[src/rtl/core/sbd_pkg.sv]
// ----------------------------------------------------------------------------
// sbd_pkg
// Shared types and codes for the script bytecode decoder.
// ----------------------------------------------------------------------------
package sbd_pkg;

    localparam int unsigned WORD_W   = 16;
    localparam int unsigned OPC_W    = 5;
    localparam int unsigned CLASS_W  = 5;
    localparam int unsigned BOP_W    = 5;
    localparam int unsigned KIDX_W   = 8;
    localparam int unsigned KCNT_W   = 9;
    localparam int unsigned ERR_W    = 2;
    localparam int unsigned WCNT_W   = 15;
    localparam int unsigned CFG_IDX_W = 1;

    // config register indexes
    localparam logic [CFG_IDX_W-1:0] CFG_LOWEST_ENTRY = 1'd0;
    localparam logic [CFG_IDX_W-1:0] CFG_KFUNC_COUNT  = 1'd1;

    localparam logic [WORD_W-1:0] LOWEST_ENTRY_RST = 16'hFFFF;
    localparam logic [KCNT_W-1:0] KFUNC_COUNT_RST  = 9'd176;

    // opcodes
    localparam logic [OPC_W-1:0] OPC_JMP      = 5'd0;
    localparam logic [OPC_W-1:0] OPC_SETRET   = 5'd1;
    localparam logic [OPC_W-1:0] OPC_PUSHRP   = 5'd2;
    localparam logic [OPC_W-1:0] OPC_PUSH_A   = 5'd3;
    localparam logic [OPC_W-1:0] OPC_PUSH_B   = 5'd4;
    localparam logic [OPC_W-1:0] OPC_PUSHVAR  = 5'd5;
    localparam logic [OPC_W-1:0] OPC_PUSHBPN  = 5'd6;
    localparam logic [OPC_W-1:0] OPC_PUSHBPA  = 5'd7;
    localparam logic [OPC_W-1:0] OPC_POPRP    = 5'd8;
    localparam logic [OPC_W-1:0] OPC_POPVAR   = 5'd9;
    localparam logic [OPC_W-1:0] OPC_POPBPN   = 5'd10;
    localparam logic [OPC_W-1:0] OPC_POPBPA   = 5'd11;
    localparam logic [OPC_W-1:0] OPC_ADDSP    = 5'd12;
    localparam logic [OPC_W-1:0] OPC_SUBSP    = 5'd13;
    localparam logic [OPC_W-1:0] OPC_KCALL    = 5'd14;
    localparam logic [OPC_W-1:0] OPC_IFNOTJMP = 5'd15;
    localparam logic [OPC_W-1:0] OPC_UNARY    = 5'd16;
    localparam logic [OPC_W-1:0] OPC_BINOP    = 5'd17;
    localparam logic [OPC_W-1:0] OPC_SRETJMP  = 5'd18;

    // instruction classes
    localparam logic [CLASS_W-1:0] CLS_JUMP      = 5'd0;
    localparam logic [CLASS_W-1:0] CLS_SETRET    = 5'd1;
    localparam logic [CLASS_W-1:0] CLS_PUSHRET   = 5'd2;
    localparam logic [CLASS_W-1:0] CLS_PUSHPOS   = 5'd3;
    localparam logic [CLASS_W-1:0] CLS_PUSH      = 5'd4;
    localparam logic [CLASS_W-1:0] CLS_PUSHVAR   = 5'd5;
    localparam logic [CLASS_W-1:0] CLS_PUSHBPNEG = 5'd6;
    localparam logic [CLASS_W-1:0] CLS_PUSHBPADD = 5'd7;
    localparam logic [CLASS_W-1:0] CLS_POPRET    = 5'd8;
    localparam logic [CLASS_W-1:0] CLS_POPPOS    = 5'd9;
    localparam logic [CLASS_W-1:0] CLS_POPVAR    = 5'd10;
    localparam logic [CLASS_W-1:0] CLS_POPBPNEG  = 5'd11;
    localparam logic [CLASS_W-1:0] CLS_POPBPADD  = 5'd12;
    localparam logic [CLASS_W-1:0] CLS_ADDSP     = 5'd13;
    localparam logic [CLASS_W-1:0] CLS_SUBSP     = 5'd14;
    localparam logic [CLASS_W-1:0] CLS_KCALL     = 5'd15;
    localparam logic [CLASS_W-1:0] CLS_IFNOTJMP  = 5'd16;
    localparam logic [CLASS_W-1:0] CLS_BOOLNEG   = 5'd17;
    localparam logic [CLASS_W-1:0] CLS_BINOP     = 5'd20;
    localparam logic [CLASS_W-1:0] CLS_SETRETJMP = 5'd21;

    localparam logic [WORD_W-1:0] UNARY_LAST = 16'd2;
    localparam logic [WORD_W-1:0] BINOP_LAST = 16'd17;

    // error codes
    localparam logic [ERR_W-1:0] ERR_NONE   = 2'd0;
    localparam logic [ERR_W-1:0] ERR_OPCODE = 2'd1;
    localparam logic [ERR_W-1:0] ERR_PARAM  = 2'd2;
    localparam logic [ERR_W-1:0] ERR_KFUNC  = 2'd3;

    // assembled instruction, front stage to decode
    typedef struct packed {
        logic [OPC_W-1:0]  opc;
        logic [WORD_W-1:0] param;
        logic [WORD_W-1:0] addr;
    } instr_t;

    // decoded fields
    typedef struct packed {
        logic [CLASS_W-1:0] op_class;
        logic [BOP_W-1:0]   binary_op;
        logic               has_operand;
        logic [WORD_W-1:0]  operand;
        logic               operand_signed;
        logic [WORD_W-1:0]  stack_change;
        logic [KIDX_W-1:0]  kernel_index;
        logic               low_target;
        logic [ERR_W-1:0]   error_code;
    } dec_t;

endpackage

[src/rtl/core/sbd_front.sv]
// ----------------------------------------------------------------------------
// sbd_front
// Input register stage: tracks word position, holds the first word of a
// two-word instruction and assembles opcode, operand and address.
// ----------------------------------------------------------------------------
module sbd_front
    import sbd_pkg::*;
(
    input  logic              clk,
    input  logic              rst_n,
    input  logic              code_valid,
    output logic              code_stall,
    input  logic [WORD_W-1:0] code_word,
    output logic              instr_valid,
    output instr_t            instr,
    input  logic              instr_take
);

    logic              s1_valid_reg, s1_valid_next;
    instr_t            s1_instr_reg, s1_instr_next;
    logic              awaiting_reg, awaiting_next;
    logic [WORD_W-1:0] held_word_reg, held_word_next;
    logic [WORD_W-1:0] held_addr_reg, held_addr_next;
    logic [WCNT_W-1:0] wcnt_reg, wcnt_next;

    logic              accept;
    logic              emit;
    logic [WORD_W-1:0] cur_addr;

    assign code_stall = s1_valid_reg && !instr_take;
    assign accept     = code_valid && !code_stall;
    assign cur_addr   = {wcnt_reg, 1'b0};

    always_comb
    begin
        emit           = 1'b0;
        s1_instr_next  = s1_instr_reg;
        awaiting_next  = awaiting_reg;
        held_word_next = held_word_reg;
        held_addr_next = held_addr_reg;
        wcnt_next      = wcnt_reg;
        if (accept)
        begin
            wcnt_next = wcnt_reg + 1'b1;
            if (awaiting_reg)
            begin
                emit                = 1'b1;
                awaiting_next       = 1'b0;
                s1_instr_next.opc   = held_word_reg[12:8];
                s1_instr_next.param = code_word;
                s1_instr_next.addr  = held_addr_reg;
            end
            else
            begin
                s1_instr_next.opc  = code_word[12:8];
                s1_instr_next.addr = cur_addr;
                priority if (code_word[15])
                begin
                    emit                = 1'b1;
                    s1_instr_next.opc   = OPC_JMP;
                    s1_instr_next.param = {1'b0, code_word[14:0]};
                end
                else if (code_word[14])
                begin
                    emit                = 1'b1;
                    s1_instr_next.param = {{8{code_word[7]}}, code_word[7:0]};
                end
                else if (code_word[13])
                begin
                    awaiting_next  = 1'b1;
                    held_word_next = code_word;
                    held_addr_next = cur_addr;
                end
                else
                begin
                    emit                = 1'b1;
                    s1_instr_next.param = '0;
                end
            end
        end
        if (emit)
            s1_valid_next = 1'b1;
        else if (instr_take)
            s1_valid_next = 1'b0;
        else
            s1_valid_next = s1_valid_reg;
    end

    always_ff @(posedge clk or negedge rst_n)
    begin
        if (!rst_n)
        begin
            s1_valid_reg  <= 1'b0;
            awaiting_reg  <= 1'b0;
            held_word_reg <= '0;
            held_addr_reg <= '0;
            wcnt_reg      <= '0;
        end
        else
        begin
            s1_valid_reg  <= s1_valid_next;
            awaiting_reg  <= awaiting_next;
            held_word_reg <= held_word_next;
            held_addr_reg <= held_addr_next;
            wcnt_reg      <= wcnt_next;
        end
    end

    always_ff @(posedge clk)
    begin
        if (emit)
            s1_instr_reg <= s1_instr_next;
    end

    assign instr_valid = s1_valid_reg;
    assign instr       = s1_instr_reg;

endmodule

[src/rtl/core/sbd_decode.sv]
// ----------------------------------------------------------------------------
// sbd_decode
// Opcode decode: class, sub-operation, operand, stack change, kernel index,
// low-target flag and error code for one assembled instruction.
// ----------------------------------------------------------------------------
module sbd_decode
    import sbd_pkg::*;
(
    input  instr_t            instr,
    input  logic [WORD_W-1:0] lowest_entry,
    input  logic [KCNT_W-1:0] kfunc_count,
    output dec_t              dec
);

    logic [WORD_W-1:0] p;
    logic [WORD_W-1:0] target;

    assign p      = instr.param;
    assign target = {p[WORD_W-2:0], 1'b0};

    always_comb
    begin
        dec = '0;
        unique case (instr.opc)
            OPC_JMP, OPC_IFNOTJMP:
            begin
                dec.op_class     = (instr.opc == OPC_JMP) ? CLS_JUMP : CLS_IFNOTJMP;
                dec.has_operand  = 1'b1;
                dec.operand      = target;
                dec.low_target   = (target < lowest_entry);
                dec.stack_change = (instr.opc == OPC_JMP) ? '0 : '1;
            end
            OPC_SETRET:
            begin
                dec.op_class       = CLS_SETRET;
                dec.has_operand    = 1'b1;
                dec.operand_signed = 1'b1;
                dec.operand        = p;
            end
            OPC_PUSHRP:
            begin
                priority if (p == '0)
                begin
                    dec.op_class     = CLS_PUSHRET;
                    dec.stack_change = 16'd1;
                end
                else if (p == 16'd1)
                    dec.op_class = CLS_PUSHPOS;
                else
                    dec.error_code = ERR_PARAM;
            end
            OPC_PUSH_A, OPC_PUSH_B, OPC_PUSHVAR, OPC_PUSHBPN, OPC_PUSHBPA:
            begin
                dec.op_class       = (instr.opc <= OPC_PUSH_B) ? CLS_PUSH : instr.opc;
                dec.has_operand    = 1'b1;
                dec.operand_signed = 1'b1;
                dec.operand        = p;
                dec.stack_change   = 16'd1;
            end
            OPC_POPRP:
            begin
                priority if (p == '0)
                begin
                    dec.op_class     = CLS_POPRET;
                    dec.stack_change = '1;
                end
                else if (p == 16'd1)
                    dec.op_class = CLS_POPPOS;
                else
                    dec.error_code = ERR_PARAM;
            end
            OPC_POPVAR, OPC_POPBPN, OPC_POPBPA:
            begin
                dec.op_class       = instr.opc + 1'b1;
                dec.has_operand    = 1'b1;
                dec.operand_signed = 1'b1;
                dec.operand        = p;
                dec.stack_change   = '1;
            end
            OPC_ADDSP:
            begin
                dec.op_class       = CLS_ADDSP;
                dec.has_operand    = 1'b1;
                dec.operand_signed = 1'b1;
                dec.operand        = p;
                dec.stack_change   = -p;
            end
            OPC_SUBSP:
            begin
                dec.op_class       = CLS_SUBSP;
                dec.has_operand    = 1'b1;
                dec.operand_signed = 1'b1;
                dec.operand        = p;
                dec.stack_change   = p;
            end
            OPC_KCALL:
            begin
                dec.op_class     = CLS_KCALL;
                dec.kernel_index = p[KIDX_W-1:0];
                if ({1'b0, p[KIDX_W-1:0]} >= kfunc_count)
                    dec.error_code = ERR_KFUNC;
            end
            OPC_UNARY:
            begin
                if (p <= UNARY_LAST)
                    dec.op_class = CLS_BOOLNEG + {3'b000, p[1:0]};
                else
                    dec.error_code = ERR_PARAM;
            end
            OPC_BINOP:
            begin
                if (p <= BINOP_LAST)
                begin
                    dec.op_class     = CLS_BINOP;
                    dec.binary_op    = p[BOP_W-1:0];
                    dec.stack_change = '1;
                end
                else
                    dec.error_code = ERR_PARAM;
            end
            OPC_SRETJMP:
            begin
                dec.op_class     = CLS_SETRETJMP;
                dec.stack_change = 16'hFFFE;
            end
            default:
                dec.error_code = ERR_OPCODE;
        endcase
    end

endmodule

[src/rtl/core/script_bytecode_decoder.sv]
// Path: the accepted word that completes an instruction passes through the
//   input register and the result register to its decoded word on the
//   output; a prefix word of a two-word instruction gives no output.
// Throughput: one code word per cycle without stall, set by both registers.
// Reset: asynchronous, active low; clears pending state, counters and valids,
//   and loads config defaults (lowest entry 0xFFFF, function count 176).
// ----------------------------------------------------------------------------
// script_bytecode_decoder
// Decodes a stream of 16-bit script words into one decoded word per
// instruction.
// ----------------------------------------------------------------------------
module script_bytecode_decoder
    import sbd_pkg::*;
(
    input  logic                 clk,
    input  logic                 rst_n,
    input  logic                 cfg_we,
    input  logic [CFG_IDX_W-1:0] cfg_index,
    input  logic [WORD_W-1:0]    cfg_data,
    input  logic                 code_valid,
    output logic                 code_stall,
    input  logic [WORD_W-1:0]    code_word,
    output logic                 dec_valid,
    input  logic                 dec_stall,
    output logic [WORD_W-1:0]    instr_index,
    output logic [WORD_W-1:0]    byte_addr,
    output logic [CLASS_W-1:0]   op_class,
    output logic [BOP_W-1:0]     binary_op,
    output logic                 has_operand,
    output logic [WORD_W-1:0]    operand,
    output logic                 operand_signed,
    output logic signed [WORD_W-1:0] stack_change,
    output logic [KIDX_W-1:0]    kernel_index,
    output logic                 low_target,
    output logic [ERR_W-1:0]     error_code
);

    logic [WORD_W-1:0] lowest_entry_reg;
    logic [KCNT_W-1:0] kfunc_count_reg;
    logic [WORD_W-1:0] icnt_reg, icnt_next;
    logic              out_valid_reg, out_valid_next;
    logic [WORD_W-1:0] out_index_reg;
    logic [WORD_W-1:0] out_addr_reg;
    dec_t              out_dec_reg;

    logic   instr_valid;
    instr_t instr;
    logic   instr_take;
    dec_t   dec;

    sbd_front u_front (
        .clk         (clk),
        .rst_n       (rst_n),
        .code_valid  (code_valid),
        .code_stall  (code_stall),
        .code_word   (code_word),
        .instr_valid (instr_valid),
        .instr       (instr),
        .instr_take  (instr_take)
    );

    sbd_decode u_decode (
        .instr        (instr),
        .lowest_entry (lowest_entry_reg),
        .kfunc_count  (kfunc_count_reg),
        .dec          (dec)
    );

    assign instr_take = instr_valid && (!out_valid_reg || !dec_stall);

    always_comb
    begin
        icnt_next = icnt_reg;
        if (instr_take && (dec.error_code == ERR_NONE))
            icnt_next = icnt_reg + 1'b1;
        if (instr_take)
            out_valid_next = 1'b1;
        else if (!dec_stall)
            out_valid_next = 1'b0;
        else
            out_valid_next = out_valid_reg;
    end

    always_ff @(posedge clk or negedge rst_n)
    begin
        if (!rst_n)
        begin
            lowest_entry_reg <= LOWEST_ENTRY_RST;
            kfunc_count_reg  <= KFUNC_COUNT_RST;
            icnt_reg         <= '0;
            out_valid_reg    <= 1'b0;
        end
        else
        begin
            if (cfg_we)
            begin
                unique case (cfg_index)
                    CFG_LOWEST_ENTRY: lowest_entry_reg <= cfg_data;
                    CFG_KFUNC_COUNT:  kfunc_count_reg  <= cfg_data[KCNT_W-1:0];
                    default:          ;
                endcase
            end
            icnt_reg      <= icnt_next;
            out_valid_reg <= out_valid_next;
        end
    end

    always_ff @(posedge clk)
    begin
        if (instr_take)
        begin
            out_index_reg <= icnt_reg;
            out_addr_reg  <= instr.addr;
            out_dec_reg   <= dec;
        end
    end

    assign dec_valid      = out_valid_reg;
    assign instr_index    = out_index_reg;
    assign byte_addr      = out_addr_reg;
    assign op_class       = out_dec_reg.op_class;
    assign binary_op      = out_dec_reg.binary_op;
    assign has_operand    = out_dec_reg.has_operand;
    assign operand        = out_dec_reg.operand;
    assign operand_signed = out_dec_reg.operand_signed;
    assign stack_change   = out_dec_reg.stack_change;
    assign kernel_index   = out_dec_reg.kernel_index;
    assign low_target     = out_dec_reg.low_target;
    assign error_code     = out_dec_reg.error_code;

endmodule
[config.mk]
export PLATFORM = sky130hd
export DESIGN_NAME = script_bytecode_decoder
export DESIGN_NICKNAME = d
export VERILOG_FILES = /design/src/rtl/core/sbd_pkg.sv /design/src/rtl/core/sbd_front.sv /design/src/rtl/core/sbd_decode.sv /design/src/rtl/core/script_bytecode_decoder.sv
export SDC_FILE = /design/constraint.sdc
export NUM_CORES = 1
export LEC_CHECK = 0
export ABC_AREA = 1
export ABC_CLOCK_PERIOD_IN_PS = 8109
export BUFFER_PORTS_ARGS = -buffer_cell sky130_fd_sc_hd__buf_2
export CAP_MARGIN = 5
export CORE_UTILIZATION = 40
export CTS_BUF_LIST = sky130_fd_sc_hd__clkbuf_8
export CTS_CLUSTER_SIZE = 14
export DETAILED_ROUTE_END_ITERATION = 8
export PLACE_DENSITY = 0.58
export SLEW_MARGIN = 0
export SYNTH_ARGS = -nofsm -noshare
export SYNTH_HDL_FRONTEND = slang
export SYNTH_SLANG_ARGS = --single-unit
[constraint.sdc]
create_clock -name clk -period 8.11 [get_ports clk]
set_clock_uncertainty 0.15 [all_clocks]
set_input_delay 0.811 -clock clk [delete_from_list [all_inputs] [get_ports clk]]
set_output_delay 0.811 -clock clk [all_outputs]
set_load 0.03 [all_outputs]
==> flow_metrics.tcl <==
set metrics [dict create \
    synth-edff-count 122 \
    drt-pass1-iter-count 4 \
    drive_gt1_share_pct 21.4 \
    grt_pass1_wl_um 33200 \
    synth_area_leaders "edfxtp_1 (38%), dfrtp_1 (16%), nand2_1 (8.4%)" \
    drtIter0Drc 453 \
    viasPerCell 4.79 \
    status "finished, final reports clean" \
    yosysTopAreaCellShare_pct 38.3 \
    finalSetupTns_ns 0 \
    p_per_area_nw_per_um2 249 \
    synth.distinct_cells 47 \
    clkTransAtPathRegs_ns 0.06 \
    nNetsFinal 1176 \
    crit_chain "clkinv_1 -> ha_1 -> nand2_1 -> nand2_1 -> nor2_1 -> nor2_1 -> nand2_2 -> nand2_1 -> nor2_2 -> o221ai_1" \
    top_register "u_front.instr" \
    wl_per_cell_um 14.2 \
    synth_fp_nets 1026 \
    postRouteAntennaNets 0 \
    dp_hpwl_um 14600 \
    insertion_delay_ns 0.51 \
    port-buffer-count 125 \
    grt.total_usage_pct 17.3 \
    top_layer "met4" \
    critPathTopFamily "simple AND/OR/NAND/NOR gates" \
    vdd_drop_max_mv 0.0956 \
    routed_wirelength_um 20600 \
    synth_cells 954 \
    clock-sinks 201 \
    clock-root-buffer "clkbuf_8" \
    overflow 0 \
    start_util_pct 40.7 \
    grt_max_degree 70 \
    finalHoldViolCount 0 \
    met3WireLength_um 1280 \
    setup_viol 0 \
    fp-row-count 56 \
    crit_path_end_kind "flop" \
    p_leak_nw 5.13 \
    gp_congestion 0.891 \
    fill_cells 2222 \
    cap_violations 0 \
    slew_viol_final 0 \
    ys.flop_type "edfxtp_1" \
    synthTopCellsByCount "nand2_1 (213), edfxtp_1 (122), inv_1 (117)" \
    worstSetupPathType "flop to flop" \
    post_cts_buffers 0 \
    multiInputGateArea_sq_um 3320 \
    cts_buffers 36 \
    synth.cell_area_sq_um 9560 \
    io_pins 127 \
    drc 0 \
    htree_levels 2 \
    dieWidth_um 157 \
    slew_headroom_pct 17.0 \
    start_kind "flop" \
    p_total_w 0.00278 \
    async_flop_share_pct 39.3 \
    seq_area_sq_um 5660 \
    wl_met2_um 9310 \
    cpMostUsedCell "nand2_1" \
    syn_to_final_growth_pct 17.1 \
    max_freq_mhz 321 \
    wl_met1_um 9510 \
    vias 6951 \
    timing.final.crit_share_pct 38.5 \
    dieArea_sq_um 24500 \
    synth_top_cell_by_area "edfxtp_1" \
    antenna_found_initial 1 \
    ys_ff_latch 201 \
    synth_most_common_cell "nand2_1" \
    syn_area_per_cell_sq_um 10.0 \
    slowest_stage "nor2_2" \
    fp.dieH_um 157 \
    yosys_warnings 0 \
    min_period_ns 3.12 \
    worstPathArrival_ns 3.17 \
    cts_tree "done" \
    largest_register_ffs 36 \
    cpPeakStageDelay_ns 0.51 \
    cp_data_required_time_ns 8.16 \
    cts_max_path_buffers 3 \
    hp-class "flop to flop" \
    path_buf_inv 1 \
    cp_max_fo 15 \
    rsz0062_at_grt "no" \
    worst_pin_slew_ns 1.24 \
    synth-seq-area-share_pct 59.3 \
    core_area_sq_um 23500 \
    first_global_vias 6684 \
]
path summary, 6_finish.rpt:
| path | endpoint | startpoint | slack [ns] | cells after the start |
|---|---|---|---|---|
| setup / recovery | stack_change[7] | u_front.instr[16] | 4.99 | 10 |
| hold / removal | byte_addr[4] | u_front.instr[4] | 0.27 | 0 |
| setup reg to reg | stack_change[7] | u_front.instr[16] | 4.99 | 10 |
| hold reg to reg | byte_addr[4] | u_front.instr[4] | 0.27 | 0 |
| max in group asynchronous | icnt_reg[2] | rst_n | 6.16 | 3 |
| min in group asynchronous | kfunc_count_reg[6] | rst_n | 0.52 | 2 |
final cells by class:
| class | count | area share, % |
|---|---|---|
| well taps | 319 | 3.57 |
| inverters | 126 | 4.23 |
| diodes | 1 | 0.0224 |
| clock buffers | 39 | 4.80 |
| repair buffers | 132 | 6.11 |
| flip-flops and latches | 201 | 50.6 |
| multi-input cells | 607 | 29.6 |
| clock inverters | 25 | 1.01 |
placed cells by master (no fill, tap or decap), types with 3 or more instances in the layout:
cell type	count
nand2_1	213
inv_1	129
buf_2	124
edfxtp_1	122
nor2_1	88
o21ai_0	83
dfrtp_1	60
clkbuf_8	39
nand3_1	34
ha_1	34
a21oi_1	22
dfstp_2	19
xor2_1	18
o22ai_1	13
nor3_1	12
nand3_2	12
xnor2_1	10
clkinv_1	9
nor2_2	9
nand4_1	8
buf_4	7
inv_2	5
o211ai_1	5
clkinv_2	5
nand2_4	4
nand2_2	4
o2111ai_1	4
o21ai_1	4
nor2_4	3
nor2_8	3
nor4_1	3
o221ai_1	3
stage by stage:
| stage | setup WS, ns | utilization (%) | hold WS [ns] | cell area (sq um) | instances |
|---|---|---|---|---|---|
| 2_1_floorplan | 5.09 | - | 0.250 | 9560 | 954 |
| 3_3_place_gp | 4.96 | 44.8 | 0.251 | 10500 | 1384 |
| 3_5_place_dp | 4.86 | 44.8 | 0.255 | 10500 | 1384 |
| 4_1_cts | 5.01 | 47.6 | 0.266 | 11200 | 1449 |
| 5_1_grt | 4.73 | 47.6 | 0.280 | 11200 | 1449 |
| 6_report | 4.99 | 47.7 | 0.266 | 11200 | 1450 |
cells by family after synthesis:
| kind of cell | after synthesis | share of synthesized area [%] |
|---|---|---|
| buffers and inverters | 146 | 6.09 |
| and+or+nand+nor | 401 | 19.3 |
| xor gates and xnor gates | 28 | 2.57 |
| DFF | 201 | 59.3 |
| other | 1 | 0.0392 |
| adders and majority gates | 34 | 4.45 |
| AOI/OAI and AO/OA | 143 | 8.33 |
repair_timing:
item / 4_1_cts / 5_1_grt
hold buffers: 1 / 0
endpoints found under the hold margin: 1 / 0
gates resized for setup: 0 / 0
per-layer routing:
metal | up-vias | GRT usage [%]
li1 | 3486 | -
met1 | 3213 | 24.2
met2 | 204 | 26.8
met3 | 48 | 3.57
met4 | 0 | 5.98
met5 | - | 0
power breakdown:
| part | internal, W | total [W] | switching [W] |
|---|---|---|---|
| registers | 0.00129 | 0.00138 | 0.0000922 |
| logic | 0.000164 | 0.000559 | 0.000395 |
| clock network | 0.000445 | 0.000842 | 0.000398 |
Note: power is estimated with default switching activity, not from simulation.
